### config.mk
export PLATFORM = sky130hd
export DESIGN_NAME = sorted_triplet_to_csc_builder_top
export DESIGN_NICKNAME = d
export VERILOG_FILES = /design/src/hdl/stcsc_pkg.sv /design/src/hdl/sorted_triplet_to_csc_builder_top.sv /design/src/hdl/stcsc_front.sv /design/src/hdl/stcsc_queue.sv /design/src/hdl/stcsc_back.sv
export SDC_FILE = /design/constraint.sdc
export NUM_CORES = 2
export LEC_CHECK = 0
export ABC_CLOCK_PERIOD_IN_PS = 15450
export BUFFER_PORTS_ARGS = -buffer_cell sky130_fd_sc_hd__buf_4
export CAP_MARGIN = 20
export CORE_ASPECT_RATIO = 1.2
export CORE_MARGIN = 3
export CORE_UTILIZATION = 55
export DETAILED_ROUTE_END_ITERATION = 10
export HOLD_SLACK_MARGIN = 0.08
export PLACE_DENSITY = 0.76
export SLEW_MARGIN = 5
export SYNTH_ARGS = -nofsm -noshare
export SYNTH_HDL_FRONTEND = slang
export SYNTH_SLANG_ARGS = --single-unit
### constraint.sdc
create_clock -name i_clk -period 15.45 [get_ports i_clk]
set_input_delay 0.7725 -clock i_clk [delete_from_list [all_inputs] [get_ports i_clk]]
set_output_delay 0.7725 -clock i_clk [all_outputs]
set_load 0.1 [all_outputs]
### src/hdl/stcsc_pkg.sv
`timescale 1ns / 1ps
package stcsc_pkg;

    localparam int DEF_MAX_DIM     = 65536;
    localparam int DEF_MAX_ENTRIES = 1048576;

    localparam int DIM_W       = 17;
    localparam int VALUE_W     = 32;
    localparam int ADDR_W      = 3;
    localparam int DATA_W      = 32;
    localparam int QUEUE_DEPTH = 2;
    localparam int N_SLOTS     = 4;

    localparam logic [DIM_W-1:0] SIZE_RESET = 17'h10000;

    // Register index, taken from paddr bit 2.
    localparam logic REG_ROWS = 1'b0;
    localparam logic REG_COLS = 1'b1;

    typedef enum logic [1:0] {
        KIND_ENTRY = 2'd0,
        KIND_FILL  = 2'd1,
        KIND_ERROR = 2'd2
    } t_kind;

    typedef enum logic [2:0] {
        ERR_ROW_RANGE = 3'd0,
        ERR_COL_RANGE = 3'd1,
        ERR_COL_ORDER = 3'd2,
        ERR_ROW_ORDER = 3'd3,
        ERR_OVERFLOW  = 3'd4
    } t_err;

    typedef struct packed {
        logic [DIM_W-1:0]   row_in;
        logic [DIM_W-1:0]   col_in;
        logic signed [31:0] value_in;
        logic               last_in;
    } t_in;

    typedef struct packed {
        t_kind              kind;
        logic [19:0]        entry_position;
        logic [15:0]        entry_row;
        logic signed [31:0] entry_value;
        logic [DIM_W-1:0]   range_first;
        logic [DIM_W-1:0]   range_final;
        logic [20:0]        pointer_value;
        t_err               error_code;
        logic               last_out;
    } t_out;

    typedef struct packed {
        logic [DIM_W-1:0] matrix_rows;
        logic [DIM_W-1:0] matrix_cols;
    } t_cfg;

    // Up to four results of one item, in emission order, with a presence mask.
    typedef struct packed {
        logic [N_SLOTS-1:0] mask;
        t_out [N_SLOTS-1:0] res;
    } t_cmd;

endpackage

### src/hdl/sorted_triplet_to_csc_builder_top.sv
`timescale 1ns / 1ps
// Path: an accepted item goes into the command queue, then the back end's slot registers, then the output register.
// Throughput: one item accepted per cycle while the 2-deep command queue has room; the output
// register delivers one result per cycle while pop is high, so an item holds it until all its results leave.
// Reset: i_rst_n is synchronous and active low; it empties the queue and output register,
// clears the run state and sets matrix_rows and matrix_cols to 65536.
module sorted_triplet_to_csc_builder_top #(
    parameter int MAX_DIM     = stcsc_pkg::DEF_MAX_DIM,
    parameter int MAX_ENTRIES = stcsc_pkg::DEF_MAX_ENTRIES
) (
    input  logic                            i_clk,
    input  logic                            i_rst_n,
    input  logic                            psel,
    input  logic                            penable,
    input  logic                            pwrite,
    input  logic [stcsc_pkg::ADDR_W-1:0]    paddr,
    input  logic [stcsc_pkg::DATA_W-1:0]    pwdata,
    output logic [stcsc_pkg::DATA_W-1:0]    prdata,
    output logic                            pready,
    input  logic                            push,
    output logic                            full,
    input  stcsc_pkg::t_in                  i_item,
    output logic                            empty,
    input  logic                            pop,
    output stcsc_pkg::t_out                 o_result
);

    localparam int DW = stcsc_pkg::DIM_W;

    logic [DW-1:0]   r_rows;
    logic [DW-1:0]   r_cols;
    stcsc_pkg::t_cfg cfg;
    logic            cfg_wr;

    logic            q_push, q_full, q_valid, q_pop;
    stcsc_pkg::t_cmd q_in, q_out;

    assign pready = 1'b1;
    assign cfg_wr = psel && penable && pwrite && pready;

    always_ff @(posedge i_clk) begin
        if (!i_rst_n) begin
            r_rows <= stcsc_pkg::SIZE_RESET;
            r_cols <= stcsc_pkg::SIZE_RESET;
        end else if (cfg_wr) begin
            unique case (paddr[2])
                stcsc_pkg::REG_ROWS: r_rows <= pwdata[DW-1:0];
                stcsc_pkg::REG_COLS: r_cols <= pwdata[DW-1:0];
                default: ;
            endcase
        end
    end

    always_comb begin
        unique case (paddr[2])
            stcsc_pkg::REG_ROWS: prdata = stcsc_pkg::DATA_W'(r_rows);
            stcsc_pkg::REG_COLS: prdata = stcsc_pkg::DATA_W'(r_cols);
            default:             prdata = '0;
        endcase
    end

    assign cfg.matrix_rows = r_rows;
    assign cfg.matrix_cols = r_cols;
    assign full            = q_full;

    stcsc_front #(
        .MAX_DIM     (MAX_DIM),
        .MAX_ENTRIES (MAX_ENTRIES)
    ) u_front (
        .i_clk    (i_clk),
        .i_rst_n  (i_rst_n),
        .i_cfg    (cfg),
        .i_push   (push),
        .i_item   (i_item),
        .i_q_full (q_full),
        .o_q_push (q_push),
        .o_q_cmd  (q_in)
    );

    stcsc_queue u_queue (
        .i_clk   (i_clk),
        .i_rst_n (i_rst_n),
        .i_push  (q_push),
        .i_cmd   (q_in),
        .o_full  (q_full),
        .o_valid (q_valid),
        .i_pop   (q_pop),
        .o_cmd   (q_out)
    );

    stcsc_back u_back (
        .i_clk     (i_clk),
        .i_rst_n   (i_rst_n),
        .i_q_valid (q_valid),
        .i_q_cmd   (q_out),
        .o_q_pop   (q_pop),
        .i_pop     (pop),
        .o_empty   (empty),
        .o_result  (o_result)
    );

endmodule

### src/hdl/stcsc_front.sv
`timescale 1ns / 1ps
module stcsc_front #(
    parameter int MAX_DIM     = stcsc_pkg::DEF_MAX_DIM,
    parameter int MAX_ENTRIES = stcsc_pkg::DEF_MAX_ENTRIES
) (
    input  logic             i_clk,
    input  logic             i_rst_n,
    input  stcsc_pkg::t_cfg  i_cfg,
    input  logic             i_push,
    input  stcsc_pkg::t_in   i_item,
    input  logic             i_q_full,
    output logic             o_q_push,
    output stcsc_pkg::t_cmd  o_q_cmd
);

    localparam int DW   = stcsc_pkg::DIM_W;
    localparam int CntW = $clog2(MAX_ENTRIES + 1);

    logic [DW-1:0]   r_prev_row, n_prev_row;
    logic [DW-1:0]   r_prev_col, n_prev_col;
    logic            r_seen, n_seen;
    logic            r_held_v, n_held_v;
    logic [15:0]     r_held_row, n_held_row;
    logic [DW-1:0]   r_held_col, n_held_col;
    logic [31:0]     r_held_val, n_held_val;
    logic [CntW-1:0] r_cnt, n_cnt;
    logic [DW-1:0]   r_filled, n_filled;
    logic            r_err_seen, n_err_seen;

    logic            accept;
    logic [DW-1:0]   rows, cols;
    logic [DW-1:0]   row, col;
    logic [15:0]     row0;
    logic            nz, dup;
    logic            e_row, e_col, e_corder, e_rorder, e_ovf, any_err;
    logic [32:0]     sum;
    logic [31:0]     sat_sum;
    logic [DW-1:0]   close_first;
    stcsc_pkg::t_cmd cmd;

    assign accept = i_push && !i_q_full;
    assign rows   = (32'(i_cfg.matrix_rows) > 32'(MAX_DIM)) ? DW'(MAX_DIM) : i_cfg.matrix_rows;
    assign cols   = (32'(i_cfg.matrix_cols) > 32'(MAX_DIM)) ? DW'(MAX_DIM) : i_cfg.matrix_cols;
    assign row    = i_item.row_in;
    assign col    = i_item.col_in;
    assign row0   = 16'(row - DW'(1));
    assign nz     = (i_item.value_in != '0);

    assign e_row    = (row == '0) || (row > rows);
    assign e_col    = (col == '0) || (col > cols);
    assign e_corder = r_seen && (col < r_prev_col);
    assign e_rorder = r_seen && (col == r_prev_col) && (row < r_prev_row);
    assign dup      = r_held_v && (col == r_held_col) && (row0 == r_held_row);
    assign e_ovf    = nz && !dup && (r_cnt >= CntW'(MAX_ENTRIES));
    assign any_err  = e_row || e_col || e_corder || e_rorder || e_ovf;

    // Saturating Q16.16 sum for a repeated coordinate.
    assign sum = {r_held_val[31], r_held_val} + {i_item.value_in[31], i_item.value_in};
    assign sat_sum = (sum[32] != sum[31]) ? (sum[32] ? 32'h8000_0000 : 32'h7fff_ffff)
                                          : sum[31:0];

    always_comb begin
        n_prev_row  = r_prev_row;
        n_prev_col  = r_prev_col;
        n_seen      = r_seen;
        n_held_v    = r_held_v;
        n_held_row  = r_held_row;
        n_held_col  = r_held_col;
        n_held_val  = r_held_val;
        n_cnt       = r_cnt;
        n_filled    = r_filled;
        n_err_seen  = r_err_seen;
        cmd         = '0;
        close_first = '0;

        if (r_err_seen) begin
            // Items are dropped until the closing item restarts the run.
            if (i_item.last_in) begin
                n_err_seen = 1'b0;
                n_prev_row = '0;
                n_prev_col = '0;
                n_seen     = 1'b0;
                n_held_v   = 1'b0;
                n_held_row = '0;
                n_held_col = '0;
                n_held_val = '0;
                n_cnt      = '0;
                n_filled   = '0;
            end
        end else if (any_err) begin
            cmd.mask[0]         = 1'b1;
            cmd.res[0].kind     = stcsc_pkg::KIND_ERROR;
            cmd.res[0].last_out = i_item.last_in;
            priority if (e_row) begin
                cmd.res[0].error_code = stcsc_pkg::ERR_ROW_RANGE;
            end else if (e_col) begin
                cmd.res[0].error_code = stcsc_pkg::ERR_COL_RANGE;
            end else if (e_corder) begin
                cmd.res[0].error_code = stcsc_pkg::ERR_COL_ORDER;
            end else if (e_rorder) begin
                cmd.res[0].error_code = stcsc_pkg::ERR_ROW_ORDER;
            end else begin
                cmd.res[0].error_code = stcsc_pkg::ERR_OVERFLOW;
            end
            n_held_v = 1'b0;
            if (i_item.last_in) begin
                n_prev_row = '0;
                n_prev_col = '0;
                n_seen     = 1'b0;
                n_held_row = '0;
                n_held_col = '0;
                n_held_val = '0;
                n_cnt      = '0;
                n_filled   = '0;
            end else begin
                n_err_seen = 1'b1;
            end
        end else begin
            n_prev_row = row;
            n_prev_col = col;
            n_seen     = 1'b1;
            if (nz && dup) begin
                n_held_val = sat_sum;
            end else if (nz) begin
                if (r_held_v) begin
                    cmd.mask[0]               = 1'b1;
                    cmd.res[0].kind           = stcsc_pkg::KIND_ENTRY;
                    cmd.res[0].entry_position = 20'(r_cnt - CntW'(1));
                    cmd.res[0].entry_row      = r_held_row;
                    cmd.res[0].entry_value    = r_held_val;
                end
                if (col > r_filled) begin
                    cmd.mask[1]              = 1'b1;
                    cmd.res[1].kind          = stcsc_pkg::KIND_FILL;
                    cmd.res[1].range_first   = r_filled;
                    cmd.res[1].range_final   = col - DW'(1);
                    cmd.res[1].pointer_value = 21'(r_cnt);
                    n_filled                 = col;
                end
                n_held_v   = 1'b1;
                n_held_row = row0;
                n_held_col = col;
                n_held_val = i_item.value_in;
                n_cnt      = r_cnt + CntW'(1);
            end

            if (i_item.last_in) begin
                if (n_held_v) begin
                    cmd.mask[2]               = 1'b1;
                    cmd.res[2].kind           = stcsc_pkg::KIND_ENTRY;
                    cmd.res[2].entry_position = 20'(n_cnt - CntW'(1));
                    cmd.res[2].entry_row      = n_held_row;
                    cmd.res[2].entry_value    = n_held_val;
                end
                close_first              = (n_filled < cols) ? n_filled : cols;
                cmd.mask[3]              = 1'b1;
                cmd.res[3].kind          = stcsc_pkg::KIND_FILL;
                cmd.res[3].range_first   = close_first;
                cmd.res[3].range_final   = cols;
                cmd.res[3].pointer_value = 21'(n_cnt);
                cmd.res[3].last_out      = 1'b1;
                n_prev_row = '0;
                n_prev_col = '0;
                n_seen     = 1'b0;
                n_held_v   = 1'b0;
                n_held_row = '0;
                n_held_col = '0;
                n_held_val = '0;
                n_cnt      = '0;
                n_filled   = '0;
            end
        end
    end

    assign o_q_push = accept && (cmd.mask != '0);
    assign o_q_cmd  = cmd;

    always_ff @(posedge i_clk) begin
        if (!i_rst_n) begin
            r_prev_row <= '0;
            r_prev_col <= '0;
            r_seen     <= 1'b0;
            r_held_v   <= 1'b0;
            r_held_row <= '0;
            r_held_col <= '0;
            r_held_val <= '0;
            r_cnt      <= '0;
            r_filled   <= '0;
            r_err_seen <= 1'b0;
        end else if (accept) begin
            r_prev_row <= n_prev_row;
            r_prev_col <= n_prev_col;
            r_seen     <= n_seen;
            r_held_v   <= n_held_v;
            r_held_row <= n_held_row;
            r_held_col <= n_held_col;
            r_held_val <= n_held_val;
            r_cnt      <= n_cnt;
            r_filled   <= n_filled;
            r_err_seen <= n_err_seen;
        end
    end

    a_no_push_after_error: assert property (@(posedge i_clk) disable iff (!i_rst_n)
        r_err_seen |-> !o_q_push)
        else $error("result queued while items are being dropped");

    a_held_counted: assert property (@(posedge i_clk) disable iff (!i_rst_n)
        r_held_v |-> (r_cnt != '0))
        else $error("held entry without an allocated count");

    a_error_alone: assert property (@(posedge i_clk) disable iff (!i_rst_n)
        (o_q_push && o_q_cmd.res[0].kind == stcsc_pkg::KIND_ERROR && o_q_cmd.mask[0])
        |-> (o_q_cmd.mask[3:1] == '0))
        else $error("error result shares an item with other results");

endmodule

### src/hdl/stcsc_queue.sv
`timescale 1ns / 1ps
module stcsc_queue (
    input  logic             i_clk,
    input  logic             i_rst_n,
    input  logic             i_push,
    input  stcsc_pkg::t_cmd  i_cmd,
    output logic             o_full,
    output logic             o_valid,
    input  logic             i_pop,
    output stcsc_pkg::t_cmd  o_cmd
);

    localparam int Depth = stcsc_pkg::QUEUE_DEPTH;
    localparam int PtrW  = (Depth > 1) ? $clog2(Depth) : 1;
    localparam int CntW  = $clog2(Depth + 1);

    stcsc_pkg::t_cmd r_mem [Depth];
    logic [PtrW-1:0] r_wp, n_wp;
    logic [PtrW-1:0] r_rp, n_rp;
    logic [CntW-1:0] r_count, n_count;

    assign o_full  = (r_count == CntW'(Depth));
    assign o_valid = (r_count != '0);
    assign o_cmd   = r_mem[r_rp];

    always_comb begin
        n_wp    = r_wp;
        n_rp    = r_rp;
        n_count = r_count;
        if (i_push) begin
            n_wp = (r_wp == PtrW'(Depth - 1)) ? '0 : r_wp + PtrW'(1);
        end
        if (i_pop) begin
            n_rp = (r_rp == PtrW'(Depth - 1)) ? '0 : r_rp + PtrW'(1);
        end
        if (i_push && !i_pop) begin
            n_count = r_count + CntW'(1);
        end else if (i_pop && !i_push) begin
            n_count = r_count - CntW'(1);
        end
    end

    always_ff @(posedge i_clk) begin
        if (!i_rst_n) begin
            r_wp    <= '0;
            r_rp    <= '0;
            r_count <= '0;
        end else begin
            r_wp    <= n_wp;
            r_rp    <= n_rp;
            r_count <= n_count;
        end
    end

    always_ff @(posedge i_clk) begin
        if (i_push) begin
            r_mem[r_wp] <= i_cmd;
        end
    end

    a_no_overrun: assert property (@(posedge i_clk) disable iff (!i_rst_n)
        i_push |-> !o_full)
        else $error("item written into a full queue");

    a_no_underrun: assert property (@(posedge i_clk) disable iff (!i_rst_n)
        i_pop |-> o_valid)
        else $error("item read from an empty queue");

endmodule

### src/hdl/stcsc_back.sv
`timescale 1ns / 1ps
module stcsc_back (
    input  logic             i_clk,
    input  logic             i_rst_n,
    input  logic             i_q_valid,
    input  stcsc_pkg::t_cmd  i_q_cmd,
    output logic             o_q_pop,
    input  logic             i_pop,
    output logic             o_empty,
    output stcsc_pkg::t_out  o_result
);

    localparam int NS = stcsc_pkg::N_SLOTS;

    stcsc_pkg::t_out [NS-1:0] r_cur, n_cur;
    logic [NS-1:0]            r_mask, n_mask;
    stcsc_pkg::t_out          r_out, n_out;
    logic                     r_out_v, n_out_v;

    logic                     out_free;
    logic                     take;
    logic [$clog2(NS)-1:0]    sel;
    logic [NS-1:0]            rem;

    assign out_free = !r_out_v || i_pop;
    assign take     = out_free && (r_mask != '0);

    // The lowest pending slot goes out first.
    always_comb begin
        sel = '0;
        for (int i = NS - 1; i >= 0; i--) begin
            if (r_mask[i]) begin
                sel = i[$clog2(NS)-1:0];
            end
        end
    end

    always_comb begin
        rem = r_mask;
        if (take) begin
            rem[sel] = 1'b0;
        end
    end

    assign o_q_pop = i_q_valid && (rem == '0);

    always_comb begin
        n_mask  = o_q_pop ? i_q_cmd.mask : rem;
        n_cur   = o_q_pop ? i_q_cmd.res : r_cur;
        n_out   = take ? r_cur[sel] : r_out;
        n_out_v = take ? 1'b1 : (i_pop ? 1'b0 : r_out_v);
    end

    always_ff @(posedge i_clk) begin
        if (!i_rst_n) begin
            r_mask  <= '0;
            r_out_v <= 1'b0;
        end else begin
            r_mask  <= n_mask;
            r_out_v <= n_out_v;
        end
    end

    always_ff @(posedge i_clk) begin
        r_cur <= n_cur;
        r_out <= n_out;
    end

    assign o_empty  = !r_out_v;
    assign o_result = r_out;

    a_refill_when_drained: assert property (@(posedge i_clk) disable iff (!i_rst_n)
        o_q_pop |-> ($countones(r_mask) <= 1))
        else $error("new item loaded while results of the previous one are pending");

    a_last_closes_item: assert property (@(posedge i_clk) disable iff (!i_rst_n)
        (take && r_cur[sel].last_out) |-> (rem == '0))
        else $error("result flagged last is not the final one of its item");

    a_no_lost_result: assert property (@(posedge i_clk) disable iff (!i_rst_n)
        (r_out_v && !i_pop) |=> (r_out_v && $stable(r_out)))
        else $error("waiting result changed before it was taken");

endmodule

Word-level counts from Yosys, hierarchy flattened
Memories as Yosys holds them, arrays and structs flattened. A register that Yosys moved wholly into a read port is not among the register bits.
Index checks and enable logic that the tools add are counted.
{ "totals": {"mem_count": 1, "output_inout_bits": 164, "elab_cells": 260, "inputBits": 109, "mem_bits_rw": 526, "register_bits": 828} }
{ "mem_list": {"columns": ["name", "words", "word_bits", "read_ports", "rd_ports_with_merged_regs", "write_ports", "line_no", "text"], "rows": [
  ["u_queue.r_mem", 2, 263, 1, 1, 1, "stcsc_queue.sv:17", "stcsc_pkg::t_cmd r_mem [Depth];"]
]} }
{ "op_classes": {"muxes": 123, "magnitude_cmp": 11, "bitwise": 3, "n_addsub": 10, "eq_ne": 7, "n_reduce_logical": 43} }
{ "ops": {"columns": ["cell", "n"], "rows": [
  ["17-bit 2-to-1 mux", 26],
  ["55-bit 2-to-1 mux", 8],
  ["129-bit binary-select mux with 2-bit select", 1],
  ["32-bit 2-to-1 mux", 8],
  ["71-bit 2-to-1 mux", 3],
  ["70-bit 2-to-1 mux", 3],
  ["68-bit 2-to-1 mux", 3],
  ["21-bit 2-to-1 mux", 8],
  ["129-bit 2-to-1 mux", 1],
  ["16-bit 2-to-1 mux", 6],
  ["32-bit one-hot mux with 2 select lines", 1],
  ["17-bit greater-than comparator", 3],
  ["17-bit < comparator", 3],
  ["20-bit by 1-bit subtractor with 20-bit output, second input constant", 2],
  ["17-bit == test", 2],
  ["17-bit greater-than comparator, second input constant", 2],
  ["17-bit logical NOT", 2],
  ["32-bit by 32-bit adder with 33-bit output", 1],
  ["32-bit nonzero test", 1],
  ["1-bit 2-to-1 mux", 30],
  ["2-bit 2-to-1 mux", 14],
  ["21-bit by 1-bit adder with 21-bit output, second input constant", 1],
  ["21-bit greater-or-equal comparator, second input constant", 1],
  ["1-bit logical AND", 17],
  ["26 further kinds", 50]
]} }

Logic depth before layout (Yosys ltp)
{ "depth": {"depth_word": 20, "ltp_mapped": 27, "depth_no_buf": 23} }

Cells and area by module
A second synthesis with hierarchy kept.
{ "unflattened": {"hier_cells": 5267, "hier_area_um2": 79258.5} }
{ "by_module_without_submodules": {"columns": ["module", "cells_per_inst", "n_inst", "area_each_um2", "seq_area_each_um2"], "rows": [
  ["stcsc_queue", 1640, 1, 37938.9, 31330.0],
  ["stcsc_back", 1142, 1, 23162.2, 19468.7],
  ["stcsc_front", 2317, 1, 16499.6, 2802.7],
  ["sorted_triplet_to_csc_builder_top", 168, 1, 1657.8, 680.7]
]} }

Worst setup path after synthesis
OpenSTA, ideal clock, no wires.
{ "synth_path": {"path_kind": "in2reg", "from": "in i_item[33] (netlist name)", "to": "mem u_queue.r_mem[0][0] (netlist name) (enable)", "required_time_ns": 14.544, "setup_time_ns": 0.906, "arrival_ns": 14.803, "path_slack_ns": -0.259, "n_path_buf": 2, "path_stages": 13, "path_cell_list": "clkbuf_1 inv_1 ha_1 nor3b_1 or3b_1 or4_1 or2_0 o21ai_1 or3_1 buf_2 a211oi_2 a311oi_2 nor2b_1"} }
{ "synth_between": {"elab_chain_len": 15, "word_cells_on_any_way": 35, "cone_classes": "order compare: 3; eq/ne: 2; mux: 13; reduce/logical: 17"} }
{ "synth_lines": {"columns": ["item", "line_no", "text"], "rows": [
  ["start: declaration", "sorted_triplet_to_csc_builder_top.sv:22", "input stcsc_pkg::t_in i_item,"],
  ["branches (longest 10 deep; another with 17-bit greater-than comparator)", null, null],
  ["6-bit 2-to-1 mux *", "stcsc_front.sv:76", "if (r_err_seen) begin"],
  ["4-bit nonzero test *", "stcsc_front.sv:175", "assign o_q_push = accept && (cmd.mask != '0);"],
  ["1-bit logical AND *", "stcsc_front.sv:175", null],
  ["via q_push", "sorted_triplet_to_csc_builder_top.sv:35", "logic q_push, q_full, q_valid, q_pop;"],
  ["1-bit 2-to-1 mux *", "stcsc_queue.sv:56", "if (i_push) begin"],
  ["1-bit 2-to-1 mux (implied by the code) *", "stcsc_queue.sv:57", "r_mem[r_wp] <= i_cmd;"],
  ["end: declaration", "stcsc_queue.sv:17", null]
]} }
Mark *: on every way through the listed nets, which the timed path passes. The select of a mux whose other input is x is not followed.

Worst setup path in the final report
{ "layout_path": {"from": "in i_item[33] (netlist name)", "to": "mem u_queue.r_mem[1][193] (netlist name) (enable)"} }
The elaborated chain is that of the path after synthesis.

==> metrics.txt <==
Pwr per Cell Area 193 mW/mm^2; die area roughly 0.091 mm^2; sequential cell area fraction in the yosys report 0.635; Worst Setup End Kind register; CTS Buf Count 103; critical path launch point type input pin; largest net degree at the start of global routing ~130; Root Driver clkbuf_16; final cycle utilization of the critical path 0.438; slowest library cell on the worst path buf_4; Synth Warn # 0; final setup fails 0; routed wire length 112 mm; Core Area 0.0864 mm^2; CTS tree done; area grow syn2layout 12.6%; CP max stage delay 880 ps; Starting Density 0.556; post_cts resized 0; initial antenna violation count 10; Hold Crit Start pwdata[16]; routability cong. about 0.9; Die H between 300 and 400 um; multi-input combinational cell area 0.0163 mm^2; worst hold path class in2reg; most frequent cells in the layout edfxtp_1 (892), nand2_1 (347), nor2_1 (290); outcome completed; post-CTS setup buffers 0; minimum clock period 6770 ps; cell mode on critical path buf_4; setup slack at placement 8090 ps; Buf+Inv Stages, Crit Path 4; number of global-route vias before repair about 30000; FFs w/ async S/R, synth 0; DRT Pass-1 Iters 5; Synth Instances about 3700; 1st-iter DRT viols 2394; vias just over 30000; clk_skew about 46 ps; Clock Latency Late Sink 700 ps; CTS Buffer Depth 3; layout cells sized above 1 0.198; worst r2r src r_cols[8]; final core occ 0.626; row count 118; worst slew pin tran 1100 ps; Hold EP r_rows[16]; relative slew slack 0.264; delay-heaviest family, CP simple AND/OR/NAND/NOR gates; Min Hold Slack 310 ps; setup ws final 8680 ps; Lkg Pwr 19.8 nW; leading cell type in the layout, fill and taps excluded edfxtp_1; Overflow after GRT 0; Reg2Reg Capture Point u_queue.r_mem[1][193]; Worst EP arrival between 7000 and 8000 ps; Yosys cell types approximately 100; RSZ-0062 raised after global routing no; fmax 148 MHz; first-pass GRT wire length 172 mm; synthesized cell area 0.0480 mm^2; CTS H-tree depth 3; syn_area_per_cell between 10 and 15 um^2; final layout net count 4125; Final TNS setup 0 ps; via/cell ratio 5.92; Required @ worst endpoint between 15000 and 20000 ps; Post-CTS Hold Buffers 0; gr usage total 0.245; Reg2Reg Depth 16; FF-to-FF setup slack around 8700 ps; Synth Flop Type edfxtp_1; Design Power approximately 10 mW; hold path cells 3; flops & latches, synth around 1100; clock sinks approximately 1100; Reg clk slew, reported paths 60 ps; I/O pin count 273; IO Port Bufs 239; Reg area 0.0305 mm^2; WL per Instance about 22 um; post-route ant nets 0; final hold violation count 0; Max Slew Vio Count 0; max-cap viol count 0; Post-synth EDFFs 892; fill count 6505; worst vdd ir 226 uV; DP Wirelength about 73 mm; Die Wd 276 um; Crit Path Class in2reg; worst path cell trace buf_4 > inv_1 > ha_1 > nor3b_1 > or3b_1 > or4_1 > or2_0 > o21ai_1 > or3_1 > a211oi_2 > a311oi_2 > and2_4 > buf_4 > buf_4; worst-path maximum fanout 68; Post-route DRC 0
[metal layers]
metal,GRT usage,wire length (um)
met1,0.312,45000
met2,0.423,56600
met3,0.0415,7220
met4,0.0858,3690
met5,0,53
[stage by stage]
stage	instances	area (um^2)
after floorplan	3723	48100
after global placement	4907	50700
after detailed placement	4909	50700
after CTS	5103	54000
after global routing	5104	54100
final	5107	54100
[worst register-to-register path, cell delays in order, from the launching register on]
cell	delay, ps
dfxtp_1	390
nor4_1	320
nand4_1	200
nand2_1	300
nand2_1	150
ha_1	300
and4_1	240
nand3_1	110
o311ai_0	330
a221oi_1	140
o21ai_1	300
or3_1	410
a211oi_2	160
a311oi_2	480
and2_4	730
buf_4	840
buf_4	920
[kinds of logic (layout without fill, tap and decap cells)]
family	count (synthesis)	count (layout)	synth area share
flops	1076	1076	0.635
simple gates	1060	1060	0.107
mux	313	313	0.0728
xor+xnor	129	129	0.0243
buf+inv	328	568	0.0287
compound gates	657	657	0.0957
fa+ha+maj	142	142	0.0372
other cells	2	22	0.000156
[cells in the mapped netlist, drive strengths merged, types with 5 or more instances]
cell type / number / area (um^2)
edfxtp: 892 / 26800
nand2: 349 / 1310
nor2: 297 / 1130
mux2: 287 / 3230
a21oi: 200 / 1010
dfxtp: 184 / 3680
clkbuf: 158 / 593
ha: 141 / 1760
inv: 95 / 357
and2: 90 / 566
a22o: 80 / 701
xnor2: 74 / 656
buf: 73 / 419
o21ai: 64 / 320
a21o: 59 / 443
a22oi: 55 / 413
xor2: 53 / 464
nor4: 45 / 337
nor3: 44 / 235
nand3: 43 / 215
or3: 39 / 244
o2bb2ai: 36 / 315
nand4: 32 / 200
nor2b: 31 / 194
a211oi: 29 / 238
mux2i: 26 / 264
and3: 21 / 131
o21a: 20 / 150
o221ai: 19 / 166
nand2b: 16 / 100
a31oi: 13 / 81.3
nor3b: 11 / 82.6
or4: 10 / 82.6
a2111oi: 9 / 116
and4: 8 / 72.6
o31ai: 8 / 60.1
or2: 8 / 50.1
o2111ai: 7 / 61.3
nor4b: 6 / 67.6
o211ai: 6 / 45.0
a311oi: 5 / 50.0
[final cells by class]
class / count / share of cell area
Sequential cell: 1076 / 0.564
Antenna cell: 4 / 0.000185
Inverter: 97 / 0.00692
Timing Repair Buffer: 277 / 0.0385
Tap cell: 1140 / 0.0264
Clock buffer: 136 / 0.0513
Multi-Input combinational cell: 2319 / 0.302
Clock inverter: 58 / 0.0110
[state kept, by name, indices dropped and copies added, names as in the netlist, 2 cells and up, named ones only]
name / cells
u_queue.r_mem: 510
u_back.r_cur: 253
u_back.o_result: 129
u_front.r_held_val: 32
u_front.r_cnt: 21
r_cols: 17
r_rows: 17
u_front.r_filled: 17
u_front.r_held_col: 17
u_front.r_prev_col: 17
u_front.r_prev_row: 17
u_front.r_held_row: 16
u_back.r_mask: 4
u_queue.r_count: 2
[how the worst max path moves through the flow]
stage	from	end	slack [ps]	depth (start not counted)
after floorplan	i_item[33]	u_queue.r_mem[0][0]	4690	13
after global placement	i_item[33]	u_queue.r_mem[1][65]	8090	14
after detailed placement	i_item[33]	u_queue.r_mem[1][66]	8090	14
after CTS	r_cols[1]	u_queue.r_mem[1][193]	8680	16
after global routing	r_cols[1]	u_queue.r_mem[1][193]	8150	16
final	i_item[33]	u_queue.r_mem[1][193]	8680	14
[power breakdown]
part	leakage, nW	switching, mW	internal [mW]	total [mW]
clock	1.61	1.11	1.40	2.50
sequential	10.0	0.247	4.30	4.55
combinational	8.10	2.61	0.786	3.40
Power figures use the tool's default switching activity.
